==> src/hdl/azc_pkg.sv <==
package azc_pkg;

	localparam int MaxZones = 64;
	localparam int IdxW     = $clog2(MaxZones);
	localparam int CntW     = $clog2(MaxZones + 1);
	localparam int QDepth   = 2;

	typedef enum logic [2:0] {
		CMD_CLEAR   = 3'd0,
		CMD_ADD     = 3'd1,
		CMD_POINT   = 3'd2,
		CMD_RES_X   = 3'd3,
		CMD_RES_Y   = 3'd4,
		CMD_EVENTS  = 3'd5,
		CMD_UNUSED6 = 3'd6,
		CMD_UNUSED7 = 3'd7
	} cmd_t;

	localparam logic [2:0] TYPE_SOLID      = 3'd0;
	localparam logic [2:0] TYPE_ONEWAY     = 3'd1;
	localparam logic [2:0] TYPE_DANGER     = 3'd2;
	localparam logic [2:0] TYPE_CHECKPOINT = 3'd5;

	// Event codes on the result
	localparam logic [2:0] EV_NONE       = 3'd0;
	localparam logic [2:0] EV_CHECKPOINT = 3'd4;

	typedef enum logic [1:0] {
		ST_IDLE,
		ST_READ,
		ST_WALK,
		ST_DONE
	} walk_state_t;

	// Query request passed from front to back (prepared box edges)
	typedef struct packed {
		logic [2:0]  cmd;
		logic [15:0] pos_x;
		logic [15:0] pos_y;
		logic [15:0] bx;
		logic [15:0] by;
		logic [15:0] bw;
		logic [15:0] bh;
		logic        vel_pos;
		logic        vel_neg;
		logic [7:0]  tmask;
		logic [15:0] p0;
		logic [15:0] p1;
		logic [CntW-1:0] total;
	} query_t;

	typedef struct packed {
		logic [15:0] new_pos;
		logic        wall_hit;
		logic        ground_hit;
		logic        ceiling_hit;
		logic        solid_hit;
		logic [2:0]  event_code;
		logic [15:0] event_zone;
		logic        table_full;
	} result_t;

endpackage

==> src/hdl/azc_queue.sv <==
// Short request queue between front and back
module azc_queue (
	input  logic            clk,
	input  logic            arst_n,
	input  logic            push,
	input  azc_pkg::query_t din,
	input  logic            pop,
	output logic            not_empty,
	output logic            full,
	output azc_pkg::query_t dout
);
	import azc_pkg::*;

	query_t    slot_q [QDepth];
	logic      wp_q, rp_q;
	logic [1:0] cnt_q;

	assign not_empty = cnt_q != 2'd0;
	assign full      = cnt_q == 2'(QDepth);
	assign dout      = slot_q[rp_q];

	always_ff @(posedge clk) begin
		if (push) slot_q[wp_q] <= din;
	end

	always_ff @(posedge clk or negedge arst_n) begin
		if (!arst_n) begin
			wp_q <= 1'b0; rp_q <= 1'b0; cnt_q <= '0;
		end else begin
			if (push) wp_q <= ~wp_q;
			if (pop)  rp_q <= ~rp_q;
			cnt_q <= cnt_q + 2'(push) - 2'(pop);
		end
	end

endmodule

==> config.mk <==
export PLATFORM = sky130hd
export DESIGN_NAME = azc_queue
export DESIGN_NICKNAME = d
export VERILOG_FILES = /design/src/hdl/azc_pkg.sv /design/src/hdl/azc_queue.sv
export SDC_FILE = /design/constraint.sdc
export NUM_CORES = 1
export LEC_CHECK = 0
export BUFFER_PORTS_ARGS = -buffer_cell sky130_fd_sc_hd__buf_2
export CORE_UTILIZATION = 56
export CTS_CLUSTER_DIAMETER = 30
export DETAILED_ROUTE_END_ITERATION = 12
export PLACE_DENSITY = 0.84
export SLEW_MARGIN = 20
export SYNTH_ARGS = -nofsm -noshare
export SYNTH_HDL_FRONTEND = slang
export SYNTH_SLANG_ARGS = --single-unit
==> constraint.sdc <==
create_clock -name clk -period 11.85 [get_ports clk]
set_clock_uncertainty 0.05 [all_clocks]
set_input_delay 1.185 -clock clk [delete_from_list [all_inputs] [get_ports clk]]
set_output_delay 1.185 -clock clk [all_outputs]
set_load 0.05 [all_outputs]
==> metrics.cfg <==
[status]
status = complete, no violations

[placed_design]
port_buffers = 301
hpwl_mm = 14.26
placed_area_um2 = 13020
preCtsSetupSlack_ns = 8.283
place.gp.congestion = 0.7487

[clocking]
cts_buffers = 49
clk_pin_slew_ns = 0.05
clockBufferDepth = 3
holdBufCountCts = 0
post_cts_buffers = 0
cts_resized = 0
cts_sinks = 300
htreeDepth = 2
cts_tree = built
clkLatencyLatePin_ns = 0.51
clockRootBuffer = clkbuf_16

[global_route]
grt_busiest_layer = met2
grt_use_met1_pct = 23.13
grt_use_met2_pct = 35.98
use_met3_pct = 6.589
antenna_found_initial = 2
grt-ovfl-total = 0
grt_pass1_vias = 5909
grt_usage_pct = 20.53
grt_max_degree = 81
grt_pass1_wl_mm = 31.42

[synth]
synth.distinct_cells = 13
synth_area_um2 = 11310
syn-num-nets = 630
yosys_warnings = 0
yosysSeqAreaShare_pct = 79.50
ys_ff_latch = 300
avgSynthCellArea_um2 = 23.75
synth_cells = 476

[floorplanning]
die_w_um = 144.1
ios = 302
coreArea_um2 = 19650
initial_core_util_pct = 57.52
row_count = 51
dieArea_um2 = 20760
dieHeight_um = 144.1

[sta]
hold_viol = 0
setup_viol = 0
layout_setup_ws_ns = 7.759
fmax_ghz = 0.2445
rsz0062_at_grt = false
tns_ns = 0
period_needed_ns = 4.091
tightest_slew_ns = 1.091
period_share_pct = 34.52
maxSlewHeadroom_pct = 27.29
slew_viol_final = 0
whs_ns = 0.4236

[pwr]
peakVddDrop_mv = 0.2689
switching_power_w = 0.001718
clkPwrFrac_pct = 30.2
power_frac_seq_pct = 33.0
p_leak_nw = 5.910
netSwitchingFraction_pct = 38.01
power.density_nw_per_um2 = 308.2
p_comb_share_pct = 36.8
p_int_w = 0.002802

[detailed_routing]
ant_nets = 0
wl_mm = 21.88
vias = 5722
drtIter0Drc = 284
drt_first_pass_iters = 4
drt-vias-per-instance = 5.091
avgRoutedWirePerCell_um = 19.47
drc = 0

[cells_and_area]
final-seq-area_um2 = 8992
drive_gt1_share_pct = 63.04
multiInputGateArea_um2 = 2147
finalInstanceArea_um2 = 14670
fill_cells = 1121
area_growth_pct = 29.73
fin_nets = 970

[worst_setup_path]
crit_type = reg -> out
cp.required_ns = 10.62
crit_arrival_ns = 2.86
crit_path_max_fanout = 64
worstSetupEndpointType = primary output
worst_setup_path_start_kind = register

[job]
max_cap_viol_count = 0

[worst_hold_path]
holdCritPathClass = in -> async

## worst paths after layout
check | startpoint | end | slack [ns] | depth (start not counted)
min | arst_n | rp_q$_DFFE_PN0P_ | 0.42 | 1
max reg2reg | wp_q$_DFFE_PN0P_ | slot_q[1][66]$_DFFE_PP_ | 9.19 | 2
max in group asynchronous | arst_n | rp_q$_DFFE_PN0P_ | 11.18 | 1
max | rp_q$_DFFE_PN0P_ | dout[10] | 7.76 | 3
min reg2reg | wp_q$_DFFE_PN0P_ | wp_q$_DFFE_PN0P_ | 0.52 | 1
min in group clk | wp_q$_DFFE_PN0P_ | wp_q$_DFFE_PN0P_ | 0.52 | 1
## final cells by class
class                           count  share of cell area, %
Inverter                            2                0.05119
Antenna cell                        4                0.06825
Tap cell                          265                  2.261
Sequential cell                   300                  61.31
Multi-Input combinational cell    157                  14.64
Timing Repair Buffer              306                  10.53
Clock buffer                       55                  8.804
Clock inverter                     35                  2.337
## power by group through the flow
stage               combinational, W  clock [W]  sequential (W)
detailed placement           0.00167          0         0.00151
global placement             0.00165          0         0.00149
floorplan                    0.00142          0         0.00151
CTS                          0.00168    0.00139         0.00149
global route                 0.00174    0.00144         0.00151
finish                       0.00166    0.00136         0.00149
## sequential cells by signal, summed over array words and instances, names as in the netlist
register and flops:
wp_q 1, cnt_q 2, rp_q 1, slot_q 296
## cells in the mapped netlist
cell,number,area (um2)
or2_2,1,6.260
inv_1,2,7.510
buf_2,3,15.01
buf_6,14,157.7
ha_1,2,25.02
mux2_2,47,529.3
dfrtp_1,4,100.1
nor2b_1,2,12.51
xor2_1,2,17.52
and2_1,1,6.260
xor3_1,1,23.77
edfxtp_1,296,8889
mux2_4,101,1516
## cell families (layout without fill, tap and decap cells)
group                      after synthesis  after routing  share of synthesized area [%]
and+or+nand+nor                          4              4                         0.2214
xor gates and xnor gates                 3              3                         0.3652
DFF                                    300            300                          79.50
other                                    0              4                              0
muxes                                  148            148                          18.09
buffers and inverters                   19            398                          1.594
adders and majority gates                2              2                         0.2213
## through the flow
step	total power, W	std cells	utilization (%)
after floorplan	0.002922	476	-
after global placement	0.003141	1030	66.26
after detailed placement	0.003180	1030	66.26
after CTS	0.004560	1120	74.57
after global routing	0.004681	1121	74.59
final	0.004520	1124	74.62
## critical path, cell delays in order (launching register included)
cell     delay (ns)
dfrtp_4        0.74
buf_4          0.83
mux2_2         0.43
buf_2          0.21
## layout by cell type, fill, tap and decap left out, types with 2 or more instances in the layout
| master | instances |
|---|---|
| inv_8 | 3 |
| mux2_4 | 101 |
| mux2_2 | 47 |
| xor2_1 | 2 |
| clkinv_1 | 5 |
| clkinv_4 | 4 |
| edfxtp_1 | 296 |
| diode_2 | 4 |
| clkbuf_16 | 51 |
| inv_6 | 5 |
| ha_1 | 2 |
| clkbuf_1 | 4 |
| inv_1 | 2 |
| clkinvlp_4 | 4 |
| buf_2 | 301 |
| dfrtp_1 | 3 |
| clkinv_2 | 9 |
| buf_4 | 5 |
| bufinv_16 | 4 |
## per-layer routing
layer  vias to the layer above  part of all wire [%]
li1                       2603                     -
met1                      2814                    37
met2                       264                    52
met3                        41                   8.5
met4                         0                   2.4
met5                         -                     0
Power figures use the tool's default switching activity.
