**src/hdl/azc_pkg.sv**
```systemverilog
package azc_pkg;

	localparam int MaxZones = 64;
	localparam int IdxW     = $clog2(MaxZones);
	localparam int CntW     = $clog2(MaxZones + 1);
	localparam int QDepth   = 2;

	typedef enum logic [2:0] {
		CMD_CLEAR   = 3'd0,
		CMD_ADD     = 3'd1,
		CMD_POINT   = 3'd2,
		CMD_RES_X   = 3'd3,
		CMD_RES_Y   = 3'd4,
		CMD_EVENTS  = 3'd5,
		CMD_UNUSED6 = 3'd6,
		CMD_UNUSED7 = 3'd7
	} cmd_t;

	localparam logic [2:0] TYPE_SOLID      = 3'd0;
	localparam logic [2:0] TYPE_ONEWAY     = 3'd1;
	localparam logic [2:0] TYPE_DANGER     = 3'd2;
	localparam logic [2:0] TYPE_CHECKPOINT = 3'd5;

	// Event codes on the result
	localparam logic [2:0] EV_NONE       = 3'd0;
	localparam logic [2:0] EV_CHECKPOINT = 3'd4;

	typedef enum logic [1:0] {
		ST_IDLE,
		ST_READ,
		ST_WALK,
		ST_DONE
	} walk_state_t;

	// Query request passed from front to back (prepared box edges)
	typedef struct packed {
		logic [2:0]  cmd;
		logic [15:0] pos_x;
		logic [15:0] pos_y;
		logic [15:0] bx;
		logic [15:0] by;
		logic [15:0] bw;
		logic [15:0] bh;
		logic        vel_pos;
		logic        vel_neg;
		logic [7:0]  tmask;
		logic [15:0] p0;
		logic [15:0] p1;
		logic [CntW-1:0] total;
	} query_t;

	typedef struct packed {
		logic [15:0] new_pos;
		logic        wall_hit;
		logic        ground_hit;
		logic        ceiling_hit;
		logic        solid_hit;
		logic [2:0]  event_code;
		logic [15:0] event_zone;
		logic        table_full;
	} result_t;

endpackage

```
**src/hdl/azc_front.sv**
```systemverilog
// Front: takes requests, maintains zone table writes, prepares queries and immediate results
module azc_front (
	input  logic                  clk,
	input  logic                  arst_n,
	input  logic                  req_valid,
	input  logic [2:0]            cmd,
	input  logic [15:0]           pos_x,
	input  logic [15:0]           pos_y,
	input  logic [15:0]           prev_pos,
	input  logic [15:0]           box_off_x,
	input  logic [15:0]           box_off_y,
	input  logic [15:0]           box_w,
	input  logic [15:0]           box_h,
	input  logic [15:0]           velocity,
	input  logic [7:0]            class_mask,
	input  logic [63:0]           zone_bounds,
	input  logic [27:0]           zone_attr,
	output logic                  wr_en,
	output logic [azc_pkg::IdxW-1:0] wr_idx,
	output logic [91:0]           wr_data,
	output azc_pkg::query_t       q_data,
	output logic                  imm_valid,
	output azc_pkg::result_t      imm_res
);
	import azc_pkg::*;

	logic [CntW-1:0] total_q;
	logic            full;
	logic [15:0]     base;

	assign full = (total_q == CntW'(MaxZones));

	// Zone count
	always_ff @(posedge clk or negedge arst_n) begin
		if (!arst_n) begin
			total_q <= '0;
		end else if (req_valid && cmd == CMD_CLEAR) begin
			total_q <= '0;
		end else if (req_valid && cmd == CMD_ADD && !full) begin
			total_q <= total_q + 1'b1;
		end
	end

	assign wr_en   = req_valid && cmd == CMD_ADD && !full;
	assign wr_idx  = total_q[IdxW-1:0];
	assign wr_data = {zone_attr, zone_bounds};

	// Previous-position edges along the resolved axis
	assign base = (cmd == CMD_RES_Y) ? box_off_y : box_off_x;

	always_comb begin
		q_data.cmd     = cmd;
		q_data.pos_x   = pos_x;
		q_data.pos_y   = pos_y;
		q_data.bx      = box_off_x;
		q_data.by      = box_off_y;
		q_data.bw      = box_w;
		q_data.bh      = box_h;
		q_data.vel_pos = !velocity[15] && velocity != 16'd0;
		q_data.vel_neg = velocity[15];
		q_data.tmask   = class_mask;
		q_data.p0      = prev_pos + base;
		q_data.p1      = prev_pos + base + ((cmd == CMD_RES_Y) ? box_h : box_w);
		q_data.total   = total_q;
	end

	// Table commands and unused codes answer without a walk
	assign imm_valid = req_valid && (cmd == CMD_CLEAR || cmd == CMD_ADD ||
		cmd == CMD_UNUSED6 || cmd == CMD_UNUSED7);

	always_comb begin
		imm_res            = '0;
		imm_res.new_pos    = pos_x;
		imm_res.table_full = (cmd == CMD_ADD) && full;
	end

endmodule

```
**config.mk**
```make
export PLATFORM = sky130hd
export DESIGN_NAME = azc_front
export DESIGN_NICKNAME = d
export VERILOG_FILES = /design/src/hdl/azc_pkg.sv /design/src/hdl/azc_front.sv
export SDC_FILE = /design/constraint.sdc
export NUM_CORES = 1
export LEC_CHECK = 0
export BUFFER_PORTS_ARGS = -buffer_cell sky130_fd_sc_hd__buf_4
export CAP_MARGIN = 5
export CORE_AREA = 2 2 202 204
export CTS_CLUSTER_DIAMETER = 200
export CTS_CLUSTER_SIZE = 10
export DETAILED_ROUTE_END_ITERATION = 7
export DIE_AREA = 0 0 204 206
export GPL_TIMING_DRIVEN = 0
export SLEW_MARGIN = 30
export SYNTH_ARGS = -nofsm -noshare
export SYNTH_HDL_FRONTEND = slang
export SYNTH_SLANG_ARGS = --single-unit
```
**constraint.sdc**
```tcl
create_clock -name clk -period 4.35 [get_ports clk]
set_clock_uncertainty 0.05 [all_clocks]
set_input_delay 0.2175 -clock clk [delete_from_list [all_inputs] [get_ports clk]]
set_output_delay 0.2175 -clock clk [all_outputs]
set_load 0.01 [all_outputs]
```
==> flow_summary.yaml <==
pwr:
  power_frac_seq_pct: 4.9
  comb_power_share_pct: 86.9
  finalPower_mw: 1.93
  power_frac_clock_pct: 8.2
  p_int_mw: 1.13
  power.density_nw_per_um2: 227
  power_spent_charging_and_discharging_nets_mw: 0.802
  peak_ir_drop_on_the_vdd_network_mv: 0.219
  cellLeakagePower_nw: 4.43
  power.share.switching_pct: 41.6
drt:
  firstDrtPassIters: 4
  initial_detailed_routing_violation_count: 74
  routed-via-count: 4850
  route.detailed.wl_per_inst_um: 13.8
  drt.antenna.violating_nets: 0
  post_detailed_route_via_to_cell_ratio: 3.25
  route.detailed.drc: 0
  route.final.wire_length_um: 20600
synth:
  ys_dominant_reg_cell: "dfrtp_1"
  yosys.area.top_type: "buf_4"
  synth.cell_area_um2: 4210
  synthesis.instances: 524
  synthesis.area_per_instance_um2: 8.04
  synth-edff-count: 0
  yosysWarnings: 0
  synth_async_sr_flop_share_pct: 100
  netlist.area_leader.share_pct: 43.8
  postSynthRegisterBits: 7
  synth_area_leaders: "buf_4 (44%), ha_1 (10%), mux2_2 (7.7%)"
  synth.distinct_cells: 63
  seq_area_frac_synth_pct: 4.16
floorplan:
  io_pins: 522
  die-area_um2: 42000
  core-area_um2: 40200
  initial_utilization_pct: 10.5
  rows: 74
  die_h_um: 206
  floorplan.die.width_um: 204
worst_setup_path:
  worst_r2r_endpoint: "total_q[5]$_DFFE_PN0P_"
  crit_required_ns: 4.08
  regToRegStartpoint: "total_q[0]$_DFFE_PN0P_"
  startpoint_of_the_worst_setup_timing_path: "cmd[1]"
  critPathLaunchType: "input pin"
  ff2ff_setup_slack_ns: 2.21
  reg2reg_depth: 8
  timing.setup.critical_path_class: "in2out"
  critPathCaptureType: "output port"
  cp_max_fo: 5
  worstPathArrival_ns: 4.24
grt:
  overflow: 0
  grt_use_total_pct: 8.69
  grt_pass1_vias: 4696
  wire_length_of_the_first_global_routing_pass_um: 27500
  antenna_found_initial: 1
  grt_start_max_net_pins: 9
layout:
  largestRegisters: "total_q (7)"
  most_common_cell_after_layout_fill_and_taps_aside: "buf_4"
  postLayoutCellArea_um2: 8510
  layoutNonFillerInstCount: 1492
  syn2layout_area_growth_pct: 102
  insertedDiodeCount: 0
  max_reg_flops: 7
  regMostFlops: "total_q"
  layout_cell_share_with_drive_strength_beyond_1_pct: 77.1
  final_net_count: 1231
  final_cell_mix: "buf_4 (646), mux2_2 (26), ha_1 (25)"
place:
  dp.final_hpwl_um: 18400
  gpl.final_weighted_congestion: 0.796
  numPortBuffers: 366
  placed_cells_incl_taps: 1444
  dp_worst_setup_slack_ns: -1.56
  placed_cell_area_um2: 7730
timing:
  setup-violations-final: 4
  setup_tns_ns: -0.377
  post-route-worst-setup-slack_ns: -0.156
  worst_slew_pin_slew_ns: 0.510
  max_slew_headroom_at_the_worst_pin_pct: 65.9
  achievable-frequency_mhz: 222
  maxSlewViolCount: 0
  hold_viol: 0
  rsz_0062_raised_after_global_routing: "yes"
  final_min_period_over_clock_period_pct: 104
  finalCriticalPeriod_ns: 4.51
min_path:
  hold_depth: 3
  hold_path_class: "in2reg"
  hold-path-endpoint: "total_q[1]$_DFFE_PN0P_"
  worstHoldStart: "cmd[0]"
cts:
  clock-sinks: 7
  cts_made_buffers: 3
  worstSkewPairLatency_ns: 0.23
  clock-root-buffer: "clkbuf_16"
  cts_tree: "built"
  clkSlewWorstSetupHoldPaths_ns: 0.04
  cts.path.max_buffers: 2
  ctsHtreeMaxLevel: 1
job:
  drv_cap: 0
run_status:
  status: "finished with violations"
  failed_checks: "setup timing"
-- critical path, stage by stage --
cell	delay (ns)
buf_8	0.10
nor3b_4	0.24
buf_12	0.17
buf_6	0.11
mux2_2	0.34
ha_1	0.30
a21oi_2	0.16
buf_4	0.14
o22ai_4	0.08
nor2_4	0.17
o21ai_1	0.09
xor2_1	0.17
buf_4	0.16
ha_4	0.28
nor2_1	0.04
nor2_1	0.08
o41a_1	0.30
a311oi_4	0.13
buf_6	0.15
o311a_2	0.34
a41oi_2	0.18
o311ai_2	0.12
buf_4	0.16
-- power by group through the flow --
| stage | Combinational [mW] | Sequential, mW | Clock [mW] |
|---|---|---|---|
| 4_1_cts | 1.67 | 0.0946 | 0.161 |
| 6_report | 1.68 | 0.0942 | 0.159 |
| 3_5_place_dp | 1.46 | 0.0952 | 0 |
| 2_1_floorplan | 0.800 | 0.0932 | 0 |
| 3_3_place_gp | 1.45 | 0.0950 | 0 |
| 5_1_grt | 1.82 | 0.0963 | 0.164 |
-- synthesized netlist by cell type, types with 3 or more instances --
| master | instances |
|---|---|
| nor3_1 | 8 |
| nor2_1 | 21 |
| nor4_1 | 4 |
| and2_1 | 3 |
| xnor2_1 | 18 |
| nand2b_1 | 4 |
| o21a_1 | 4 |
| dfrtp_1 | 7 |
| xor2_1 | 17 |
| buf_4 | 246 |
| nand4_1 | 3 |
| xor2_2 | 3 |
| a21o_1 | 3 |
| inv_1 | 18 |
| a21oi_1 | 16 |
| mux2_2 | 29 |
| o21ai_0 | 11 |
| mux2i_1 | 5 |
| ha_1 | 34 |
| nand2_1 | 14 |
| nand3_1 | 5 |
-- area by class of cell --
cell class / count / area [µm²]
clock buffers: 4 / 78.8
plain buffers: 249 / 1890
fillers: 4384 / 31700
inverters: 18 / 67.6
repair buffers: 411 / 3140
multi-input cells: 271 / 2490
well taps: 532 / 666
flip-flops and latches: 7 / 175
-- routing by layer --
layer	vias up	routed length [µm]	global-route usage (%)
li1	2363	-	-
met1	2197	6960	8.65
met2	275	11500	18.2
met3	13	1840	1.99
met4	2	220	1.32
met5	-	13	0
-- through the flow --
stage / util, % / hold WS (ns)
6_report: 21.2 / 0.304
5_1_grt: 21.2 / 0.311
4_1_cts: 21.0 / 0.314
3_5_place_dp: 19.2 / -0.00975
3_3_place_gp: 19.2 / -0.0138
2_1_floorplan: - / -0.128
-- kinds of logic after synthesis --
family                     Yosys count  synth area share [%]
xor gates and xnor gates            41                  9.92
AOI/OAI and AO/OA                   61                  10.7
DFF                                  7                  4.16
muxes                               34                  8.94
adders and majority gates           36                  11.0
buffers and inverters              268                  45.8
other                                1                0.0890
and+or+nand+nor                     76                  9.32
-- worst max-delay path by stage --
stage	endpoint	slack [ns]	cells past startpoint
finish	q_data[21]	-0.16	23
global route	q_data[21]	-0.39	23
CTS	q_data[21]	-0.16	25
detailed placement	q_data[21]	-1.56	24
global placement	q_data[21]	-1.54	24
floorplan	q_data[21]	0.01	22
-- what timing repair did --
action / in CTS / in global routing
setup endpoints to repair: 15 / 6
setup buffers: 39 / 5
hold endpoints to repair: 7 / 0
pin swaps: 41 / 16
hold buffers: 1 / 0
resized for setup: 60 / 9
No activity file was read; power rests on OpenSTA's default activity.
